### config.mk
export PLATFORM = sky130hd
export DESIGN_NAME = ips_patch_stream_parser
export DESIGN_NICKNAME = d
export VERILOG_FILES = /design/src/rtl/ips_psp_pkg.sv /design/src/rtl/ips_patch_stream_parser.sv
export VERILOG_INCLUDE_DIRS = /design/src /design/src/rtl
export SDC_FILE = /design/constraint.sdc
export NUM_CORES = 1
export LEC_CHECK = 0
export ABC_AREA = 1
export BUFFER_PORTS_ARGS = -buffer_cell sky130_fd_sc_hd__clkbuf_2
export CORE_AREA = 2 2 201 203
export CTS_CLUSTER_DIAMETER = 200
export CTS_CLUSTER_SIZE = 25
export DETAILED_ROUTE_END_ITERATION = 8
export DIE_AREA = 0 0 203 205
export PLACE_DENSITY_LB_ADDON = 0.1
export SLEW_MARGIN = 40
export SYNTH_ARGS = -nofsm -noshare
export SYNTH_HDL_FRONTEND = slang
export SYNTH_SLANG_ARGS = --single-unit
### constraint.sdc
create_clock -name clk -period 11.7 [get_ports clk]
set_input_delay 1.17 -clock clk [delete_from_list [all_inputs] [get_ports clk]]
set_output_delay 1.17 -clock clk [all_outputs]
set_load 0.01 [all_outputs]
### src/rtl/ips_patch_stream_parser_defines.svh
// assertion macros for the patch stream parser
// expects clk and rst_n in the scope of each use
`ifndef IPS_PATCH_STREAM_PARSER_DEFINES_SVH
`define IPS_PATCH_STREAM_PARSER_DEFINES_SVH

// same-cycle implication, checked out of reset
`define IPS_ASSERT_NOW(label, cond, prop) \
    label: assert property (@(posedge clk) disable iff (!rst_n) (cond) |-> (prop)) \
        else $error("patch parser check failed");

// next-cycle implication, checked out of reset
`define IPS_ASSERT_NEXT(label, cond, prop) \
    label: assert property (@(posedge clk) disable iff (!rst_n) (cond) |=> (prop)) \
        else $error("patch parser check failed");

`endif

### src/rtl/ips_psp_pkg.sv
// shared types and constants of the patch stream parser
// no dependencies
package ips_psp_pkg;

    localparam int ADDR_W  = 25;
    localparam int OFFS_W  = 24;
    localparam int LEN_W   = 16;
    localparam int BYTE_W  = 8;
    localparam int KIND_W  = 2;

    // result kinds
    localparam logic [KIND_W-1:0] KIND_WRITE = 2'd0;
    localparam logic [KIND_W-1:0] KIND_FILL  = 2'd1;
    localparam logic [KIND_W-1:0] KIND_END   = 2'd2;
    localparam logic [KIND_W-1:0] KIND_BAD   = 2'd3;

    // offset bytes that end the patch
    localparam logic [OFFS_W-1:0] EOF_MARK = 24'h454F46;

    localparam logic [ADDR_W-1:0] BASE_SIZE_RESET = '0;

    typedef struct packed {
        logic [KIND_W-1:0] kind;
        logic [ADDR_W-1:0] address;
        logic [BYTE_W-1:0] value;
        logic [LEN_W-1:0]  run_count;
        logic [ADDR_W-1:0] image_size;
    } result_t;

    // expected header text, one character per position
    function automatic logic [BYTE_W-1:0] header_char(input logic [2:0] idx);
        logic [BYTE_W-1:0] c;
        unique case (idx)
            3'd0:    c = 8'h50;
            3'd1:    c = 8'h41;
            3'd2:    c = 8'h54;
            3'd3:    c = 8'h43;
            default: c = 8'h48;
        endcase
        return c;
    endfunction

endpackage

### src/rtl/ips_patch_stream_parser.sv
// IPS patch stream parser: header check, record parsing, write, fill, end and bad-header results
// depends on ips_psp_pkg and ips_patch_stream_parser_defines.svh
//
//  channel   direction  handshake              payload
//  input     in         in_valid / in_stall    file_byte
//  result    out        out_valid / out_stall  kind, address, value, run_count, image_size
//  config    in         cfg_valid / cfg_ready  cfg_data (base_size)
//
// one byte a cycle sustained while the result side does not stall; a byte waits in
// the input register and its result, if any, is registered in the result register.
// the parser state update is a single pass of logic between the two registers.
// reset clears the parser state and valid flags and loads base_size with BASE_RESET; no clearing pass.
// a stalled result holds the input register, and in_stall rises only then.
`include "ips_patch_stream_parser_defines.svh"

module ips_patch_stream_parser #(
    parameter logic [ips_psp_pkg::ADDR_W-1:0] BASE_RESET = ips_psp_pkg::BASE_SIZE_RESET
) (
    input  logic                               clk,
    input  logic                               rst_n,
    input  logic                               in_valid,
    output logic                               in_stall,
    input  logic [ips_psp_pkg::BYTE_W-1:0]     file_byte,
    output logic                               out_valid,
    input  logic                               out_stall,
    output logic [ips_psp_pkg::KIND_W-1:0]     kind,
    output logic [ips_psp_pkg::ADDR_W-1:0]     address,
    output logic [ips_psp_pkg::BYTE_W-1:0]     value,
    output logic [ips_psp_pkg::LEN_W-1:0]      run_count,
    output logic [ips_psp_pkg::ADDR_W-1:0]     image_size,
    input  logic                               cfg_valid,
    output logic                               cfg_ready,
    input  logic [ips_psp_pkg::ADDR_W-1:0]     cfg_data
);

    localparam int OW = ips_psp_pkg::OFFS_W;
    localparam int LW = ips_psp_pkg::LEN_W;
    localparam int AW = ips_psp_pkg::ADDR_W;
    localparam int BW = ips_psp_pkg::BYTE_W;

    // parser phases
    localparam logic [2:0] PH_HEADER = 3'd0;
    localparam logic [2:0] PH_OFFSET = 3'd1;
    localparam logic [2:0] PH_LENGTH = 3'd2;
    localparam logic [2:0] PH_DATA   = 3'd3;
    localparam logic [2:0] PH_RLE    = 3'd4;
    localparam logic [2:0] PH_DONE   = 3'd5;

    logic [AW-1:0]        base_size_reg;
    logic                 s1_valid_reg;
    logic [BW-1:0]        byte_reg;
    logic [2:0]           phase_reg, phase_next;
    logic [2:0]           idx_reg, idx_next;
    logic [OW-1:0]        offset_reg, offset_next;
    logic [LW-1:0]        length_reg, length_next;
    logic [LW-1:0]        done_reg, done_next;
    logic [AW-1:0]        highest_reg, highest_next;
    logic                 match_reg, match_next;
    logic                 out_valid_reg;
    ips_psp_pkg::result_t res_reg, res_next;
    logic                 emit;
    logic                 proc;
    logic                 match_now;
    logic [OW-1:0]        off_shift;
    logic [LW-1:0]        len_shift;
    logic [LW-1:0]        done_inc;
    logic                 note;
    logic [LW-1:0]        end_len;
    logic [AW-1:0]        end_sum;
    logic [AW-1:0]        size_now;

    // the byte in the input register moves on when the result slot is free
    assign proc      = s1_valid_reg && (!out_valid_reg || !out_stall);
    assign in_stall  = s1_valid_reg && !proc;
    assign cfg_ready = 1'b1;

    // outputs
    assign out_valid  = out_valid_reg;
    assign kind       = res_reg.kind;
    assign address    = res_reg.address;
    assign value      = res_reg.value;
    assign run_count  = res_reg.run_count;
    assign image_size = res_reg.image_size;

    // shifted fields and record end
    assign match_now = match_reg && (byte_reg == ips_psp_pkg::header_char(idx_reg));
    assign off_shift = {offset_reg[OW-BW-1:0], byte_reg};
    assign len_shift = {length_reg[LW-BW-1:0], byte_reg};
    assign done_inc  = done_reg + LW'(1);
    assign end_len   = (phase_reg == PH_LENGTH) ? len_shift : length_reg;
    assign end_sum   = {1'b0, offset_reg} + {{(AW-LW){1'b0}}, end_len};
    assign highest_next = (proc && note && (end_sum > highest_reg)) ? end_sum : highest_reg;
    assign size_now  = (base_size_reg > highest_next) ? base_size_reg : highest_next;

    // parser state update
    always_comb
    begin
        phase_next  = phase_reg;
        idx_next    = idx_reg;
        offset_next = offset_reg;
        length_next = length_reg;
        done_next   = done_reg;
        match_next  = match_reg;
        note        = 1'b0;
        emit        = 1'b0;
        res_next.kind       = ips_psp_pkg::KIND_WRITE;
        res_next.address    = '0;
        res_next.value      = '0;
        res_next.run_count  = '0;
        res_next.image_size = size_now;
        unique case (phase_reg)
            PH_HEADER:
            begin
                if (idx_reg == 3'd4)
                begin
                    idx_next = '0;
                    if (!match_now)
                    begin
                        phase_next    = PH_DONE;
                        match_next    = 1'b0;
                        emit          = 1'b1;
                        res_next.kind = ips_psp_pkg::KIND_BAD;
                    end
                    else
                    begin
                        phase_next  = PH_OFFSET;
                        offset_next = '0;
                    end
                end
                else
                begin
                    idx_next   = idx_reg + 3'd1;
                    match_next = match_now;
                end
            end
            PH_OFFSET:
            begin
                offset_next = off_shift;
                if (idx_reg == 3'd2)
                begin
                    idx_next = '0;
                    if (off_shift == ips_psp_pkg::EOF_MARK)
                    begin
                        phase_next    = PH_DONE;
                        emit          = 1'b1;
                        res_next.kind = ips_psp_pkg::KIND_END;
                    end
                    else
                    begin
                        phase_next  = PH_LENGTH;
                        length_next = '0;
                    end
                end
                else
                begin
                    idx_next = idx_reg + 3'd1;
                end
            end
            PH_LENGTH:
            begin
                length_next = len_shift;
                if (idx_reg == 3'd1)
                begin
                    idx_next  = '0;
                    done_next = '0;
                    if (len_shift == '0)
                    begin
                        phase_next = PH_RLE;
                    end
                    else
                    begin
                        phase_next = PH_DATA;
                        note       = 1'b1;
                    end
                end
                else
                begin
                    idx_next = idx_reg + 3'd1;
                end
            end
            PH_DATA:
            begin
                done_next = done_inc;
                if (done_inc >= length_reg)
                begin
                    phase_next  = PH_OFFSET;
                    offset_next = '0;
                    done_next   = '0;
                end
                emit             = 1'b1;
                res_next.kind    = ips_psp_pkg::KIND_WRITE;
                res_next.address = {1'b0, offset_reg} + {{(AW-LW){1'b0}}, done_reg};
                res_next.value   = byte_reg;
            end
            PH_RLE:
            begin
                if (idx_reg < 3'd2)
                begin
                    length_next = len_shift;
                    idx_next    = idx_reg + 3'd1;
                end
                else
                begin
                    idx_next           = '0;
                    phase_next         = PH_OFFSET;
                    offset_next        = '0;
                    note               = 1'b1;
                    emit               = 1'b1;
                    res_next.kind      = ips_psp_pkg::KIND_FILL;
                    res_next.address   = {1'b0, offset_reg};
                    res_next.value     = byte_reg;
                    res_next.run_count = length_reg;
                end
            end
            default:
            begin
                // patch ended or bad header: bytes are dropped
            end
        endcase
    end

    // control registers
    always_ff @(posedge clk or negedge rst_n)
    begin
        if (!rst_n)
        begin
            base_size_reg <= BASE_RESET;
            s1_valid_reg  <= 1'b0;
            out_valid_reg <= 1'b0;
            phase_reg     <= PH_HEADER;
            idx_reg       <= '0;
            offset_reg    <= '0;
            length_reg    <= '0;
            done_reg      <= '0;
            highest_reg   <= '0;
            match_reg     <= 1'b1;
        end
        else
        begin
            if (cfg_valid && cfg_ready)
            begin
                base_size_reg <= cfg_data;
            end
            if (in_valid && !in_stall)
            begin
                s1_valid_reg <= 1'b1;
            end
            else if (proc)
            begin
                s1_valid_reg <= 1'b0;
            end
            if (proc)
            begin
                out_valid_reg <= emit;
                phase_reg     <= phase_next;
                idx_reg       <= idx_next;
                offset_reg    <= offset_next;
                length_reg    <= length_next;
                done_reg      <= done_next;
                highest_reg   <= highest_next;
                match_reg     <= match_next;
            end
            else if (!out_stall)
            begin
                out_valid_reg <= 1'b0;
            end
        end
    end

    // payload registers
    always_ff @(posedge clk)
    begin
        if (in_valid && !in_stall)
        begin
            byte_reg <= file_byte;
        end
        if (proc && emit)
        begin
            res_reg <= res_next;
        end
    end

    // checks on the parser
    `IPS_ASSERT_NEXT(a_done_sticky, phase_reg == PH_DONE, phase_reg == PH_DONE)
    `IPS_ASSERT_NOW(a_write_no_count, out_valid && kind == ips_psp_pkg::KIND_WRITE, run_count == '0)
    `IPS_ASSERT_NOW(a_size_floor, out_valid_reg, image_size >= base_size_reg)
    `IPS_ASSERT_NOW(a_index_range, 1'b1, idx_reg < 3'd5)

endmodule

-- Word level (Yosys, flattened, before mapping)
Index checks and enable logic that the tools add are counted.
- flip-flop bits (word level): 199
- latch bits: 0
- memory bits (writable): 0
- bits in read-only memories: 0
- input bits: 38
- output and inout bits: 79
- logic and storage cells: 125
- memories: 0
- $add $sub $neg: 4
- multiply operators: 0
- div/mod/pow operators: 0
- $lt $le $gt $ge: 4
- eq/ne operators: 20
- shift-type cells: 0
- mux-type cells: 52
- bitwise logic cells: 1
- reduce and logical (&&, ||, !) cells: 28
- operators by type and width (kind ; count):
    $mux W16 ; 6
    $mux W24 ; 4
    $pmux W24 S4 ; 1
    $pmux W33 S2 ; 1
    $add A24 B16 Y25 ; 2
    $gt A25 B25 Y1 ; 2
    $mux W25 ; 2
    $mux W50 ; 1
    $pmux W16 S3 ; 1
    $mux W3 ; 12
    $pmux W16 S2 ; 1
    $eq A24 B23 Y1 const B ; 1
    $pmux W5 S4 ; 1
    $add A16 B1 Y16 const B ; 1
    $ge A16 B16 Y1 ; 1
    $logic_not A16 Y1 ; 1
    $ne A2 B2 Y1 const B ; 8
    $pmux W3 S5 ; 1
    $mux W1 ; 13
    $eq A3 B2 Y1 const B ; 4
    $pmux W3 S4 ; 1
    $eq A8 B8 Y1 ; 1
    $mux W2 ; 4
    $reduce_bool A4 Y1 ; 2
    other kinds (22) ; 37

-- Longest topological paths before layout
- depth after elaboration: 9
- gate-level depth with buffers: 45
- depth with buffers taken out: 42

-- Least setup slack after synthesis
No wires, ideal clock.
- path type: reg2reg
- start: register phase_reg[0]
- end: register res_reg (netlist bit image_size[4]) (data pin)
- setup time: 0.253 ns
- data arrival time: 5.141 ns
- required time: 11.447 ns
- setup slack: 6.306 ns
- cell stages (with the launch flop): 40
- path buffers: 3
- path through: dfrtp_1 -> inv_1 -> nand2_2 -> nor2_4 -> clkbuf_1 -> o21ai_0 -> ha_1 -> fa_1 -> nand3_1 -> nand3_1 -> nand2_1 -> nand2_1 -> nand2_1 -> nand2_1 -> nand2_1 -> nand2_1 -> nand2_1 -> inv_1 -> [... 4 more ...] -> nor2_1 -> nand2_1 -> nand3_2 -> nand2_4 -> buf_6 -> nand2_1 -> nand2_1 -> ha_1 -> nand2_1 -> nor2_1 -> inv_1 -> nor4b_1 -> nand3_1 -> nand2_1 -> inv_1 -> buf_1 -> nand2_1 -> nand2_1
- RTL lines (element ; RTL line ; RTL):
    start: declaration ; ips_patch_stream_parser.sv:52 ; logic [2:0] phase_reg, phase_next;
    start signal: assignment ; ips_patch_stream_parser.sv:255 ; phase_reg <= phase_next;
    end signal: assignment ; ips_patch_stream_parser.sv:279 ; res_reg <= res_next;
    end: declaration ; ips_patch_stream_parser.sv:60 ; ips_psp_pkg::result_t res_reg, res_next;

==> impl_results.md <==
* Hold Path Class: reg -> reg
* Pleak at around 7.4 nW
* CP startpoint kind: register
* Via density per instance at roughly 4.8
* GRT Overall Usage at approximately a fifth
* Setup Viol. Count Final at 0
* Cell-internal power at 1.53 mW
* Area of the multi-input gates at around 6600 um2
* Most used DFF post-synth: dfrtp_1
* Synth Net Count at 1,875
* Register bit count reported by yosys at about 200
* Max FO, Critical Path at 35
* Detail Route Antenna Nets at 0
* Slack of the critical path at between 4 and 5 ns
* Starting Density at 33.6%
* Avg WL per Cell at about 17 um
* Final Max Tran Viols at 0
* Final hold vios at 0
* Delay-heaviest family, CP: simple AND/OR/NAND/NOR gates
* Hold_ws at ~0.53 ns
* Synth top area share at approximately 22%
* Die X at 203 um
* Vias at between 10,000 and 15,000
* Deepest clock path buffer count at 2
* Post-CTS setup buffer count at 0
* Pre-CTS WS at just under 4 ns
* Max-cap violations at 0
* Cts bufs inserted at 17
* CP bufs+invs at 3
* Top cell by count, worst path: nand2_1
* Synth area leader: dfrtp_1
* Initial antenna violation count at 0
* Number of global-route vias before repair at approximately 11,000
* Clk_lat worst skew at around 0.47 ns
* Crit. End Element: register
* Sw frac at 45.6%
* Syn Std Cell Area at ~13,000 um2
* H-tree level count at 4
* PD cells at roughly 190 nW/um2
* NumNets Final at a little under 2,000
* Commonest cells post-synth: nand2_1 (515), inv_1 (247), nor2_1 (155)
* Critical-path top delay cell: inv_1
* Critical Path RT at between 10 and 15 ns
* CTS tree: yes
* Unrepaired setup endpoints after global routing: no
* NetSw at about 1.3 mW
* WP data arrival at roughly 7.7 ns
* Core Footprint at about 39,000 um2
* GP Congestion at between 0.8 and 0.9
* Setup tns final at 0 ns
* Number of synthesized flops with an enable pin at 84
* Area grow syn2layout at 13.0%
* Die Y at 205 um
* Sequential share of the synthesized area at between 40% and 50%
* Sequential standard cell area at 5400 um2
* Outcome: completed
* Leading post-synthesis cells by cell area: dfrtp_1 (22%), edfxtp_1 (19%), nand2_1 (15%)
* First-pass GRT wire length at ~63,000 um
* Mapped Cells at 1,731
* Slew HR at between 40% and 50%
* Combinational power share at between 40% and 50%
* Cell depth of the worst setup path at 35
* DRT iter0 DRCs at slightly above 600
* Cell row count at 73
* VDD IR max at just over 0.1 mV
* Mean Syn Cell Area at between 7 and 8 um2
* Setup CP Type: reg -> reg
* Reg power frac at 36.1%
* Pin count of the biggest net entering global routing at between 50 and 60
* Measured slew at the worst slew-check pin at around 0.84 ns
* Total Wirelength at between 30,000 and 40,000 um
* Hold Buf Count CTS at 0
* Residual DRC at 0
* # port buffers at around 120
* Final Util at a little under two fifths
* Number of fill cells at 4,174
* Max incr delay on CP at about 0.67 ns
* Ys async rst share at around 58%
* CTS clk-pin slew, worst paths at ~0.090 ns
* Root buffer cell: clkbuf_16
* First-pass DRT Iterations at 5
* Library cells used by synthesis at 48
* I/O pin cnt at approximately 120
* TritonCTS Sinks at around 200
* Most numerous cell in the Yosys netlist: nand2_1
* Die area at 41,600 um2
* Worst hold path stage count at 2
* Fin crit share at about 63%
* Minimum clock period after layout at ~7.4 ns
* Reg2reg path depth at 35
* F_max at 0.136 GHz
* Clock Power Share at around 23%
* Share of layout cells above drive strength 1 at about 12%
* Diode count at 0
* Grt ovf at 0
* Post-CTS sizing at 0
* Ys Warns at 0
* Setup Skew at between 0.015 and 0.02 ns
* Detailed Place HPWL at about 30,000 um
power groups by stage:
| stage | Clock (mW) | Sequential [mW] | Combinational [mW] |
|---|---|---|---|
| floorplan | 0 | 0.995 | 0.808 |
| detailed placement | 0 | 1.03 | 1.17 |
| global route | 0.680 | 1.04 | 1.33 |
| CTS | 0.654 | 1.02 | 1.18 |
| finish | 0.633 | 1.02 | 1.17 |
| global placement | 0 | 1.03 | 1.16 |
worst paths after layout:
path,slack (ns),startpoint,to
max,4.34,phase_reg[0],image_size[19]
min,0.53,out_valid,out_valid
max reg2reg,4.34,phase_reg[0],image_size[19]
min reg2reg,0.53,out_valid,out_valid
max in group asynchronous,10.10,rst_n,done_reg[14]
min in group asynchronous,0.57,rst_n,phase_reg[1]
routing by layer:
metal	share of wire, %	up-vias	global-route usage, %
li1	-	5810	-
met1	47	5261	26.1
met2	47	205	33.2
met3	3.5	33	3.34
met4	1.8	0	5.40
met5	0	-	0
cells by family after synthesis:
| group | synth area share, % |
|---|---|
| compound gates | 7.23 |
| xor+xnor | 1.72 |
| fa+ha+maj | 10.2 |
| buf+inv | 8.89 |
| flops | 40.9 |
| mux | 2.05 |
| other cells | 0.0284 |
| simple gates | 29.0 |
per-stage QoR:
step	total power, mW	instances	instance area [um2]
CTS	2.85	2369	14900
finish	2.82	2369	14900
detailed placement	2.20	2337	14300
floorplan	1.80	1731	13200
global route	3.05	2369	14900
global placement	2.19	2337	14300
worst reg2reg max path: cells and delay by family, from the launching register on:
kind	cells	cell delay, ns
AOI/OAI and AO/OA	1	0.26
adders and majority gates	4	1.36
buffers and inverters	3	0.82
DFF	1	0.43
and+or+nand+nor	27	4.36
layout by cell type, fill, tap and decap left out, drive strengths merged, types with 3 or more instances in the layout:
master	n
xnor2	5
a21oi	56
nand3	124
and2	3
buf	5
nand3b	12
nand4	41
inv	269
ha	104
mux2	24
clkinv	9
dfrtp	114
xor2	21
o21a	5
nor3	16
o21ai	90
edfxtp	84
o21bai	4
o22ai	8
a31oi	4
nand2	535
nor2	163
clkbuf	131
final cells by class:
| type | count | share of cell area (%) |
|---|---|---|
| tap | 525 | 4.40 |
| clock buffer | 17 | 2.85 |
| sequential | 199 | 36.2 |
| timing repair buffer | 119 | 4.07 |
| multi-input combinational | 1231 | 44.5 |
| clock inverter | 15 | 1.37 |
| inverter | 263 | 6.65 |
Power figures use the tool's default switching activity.
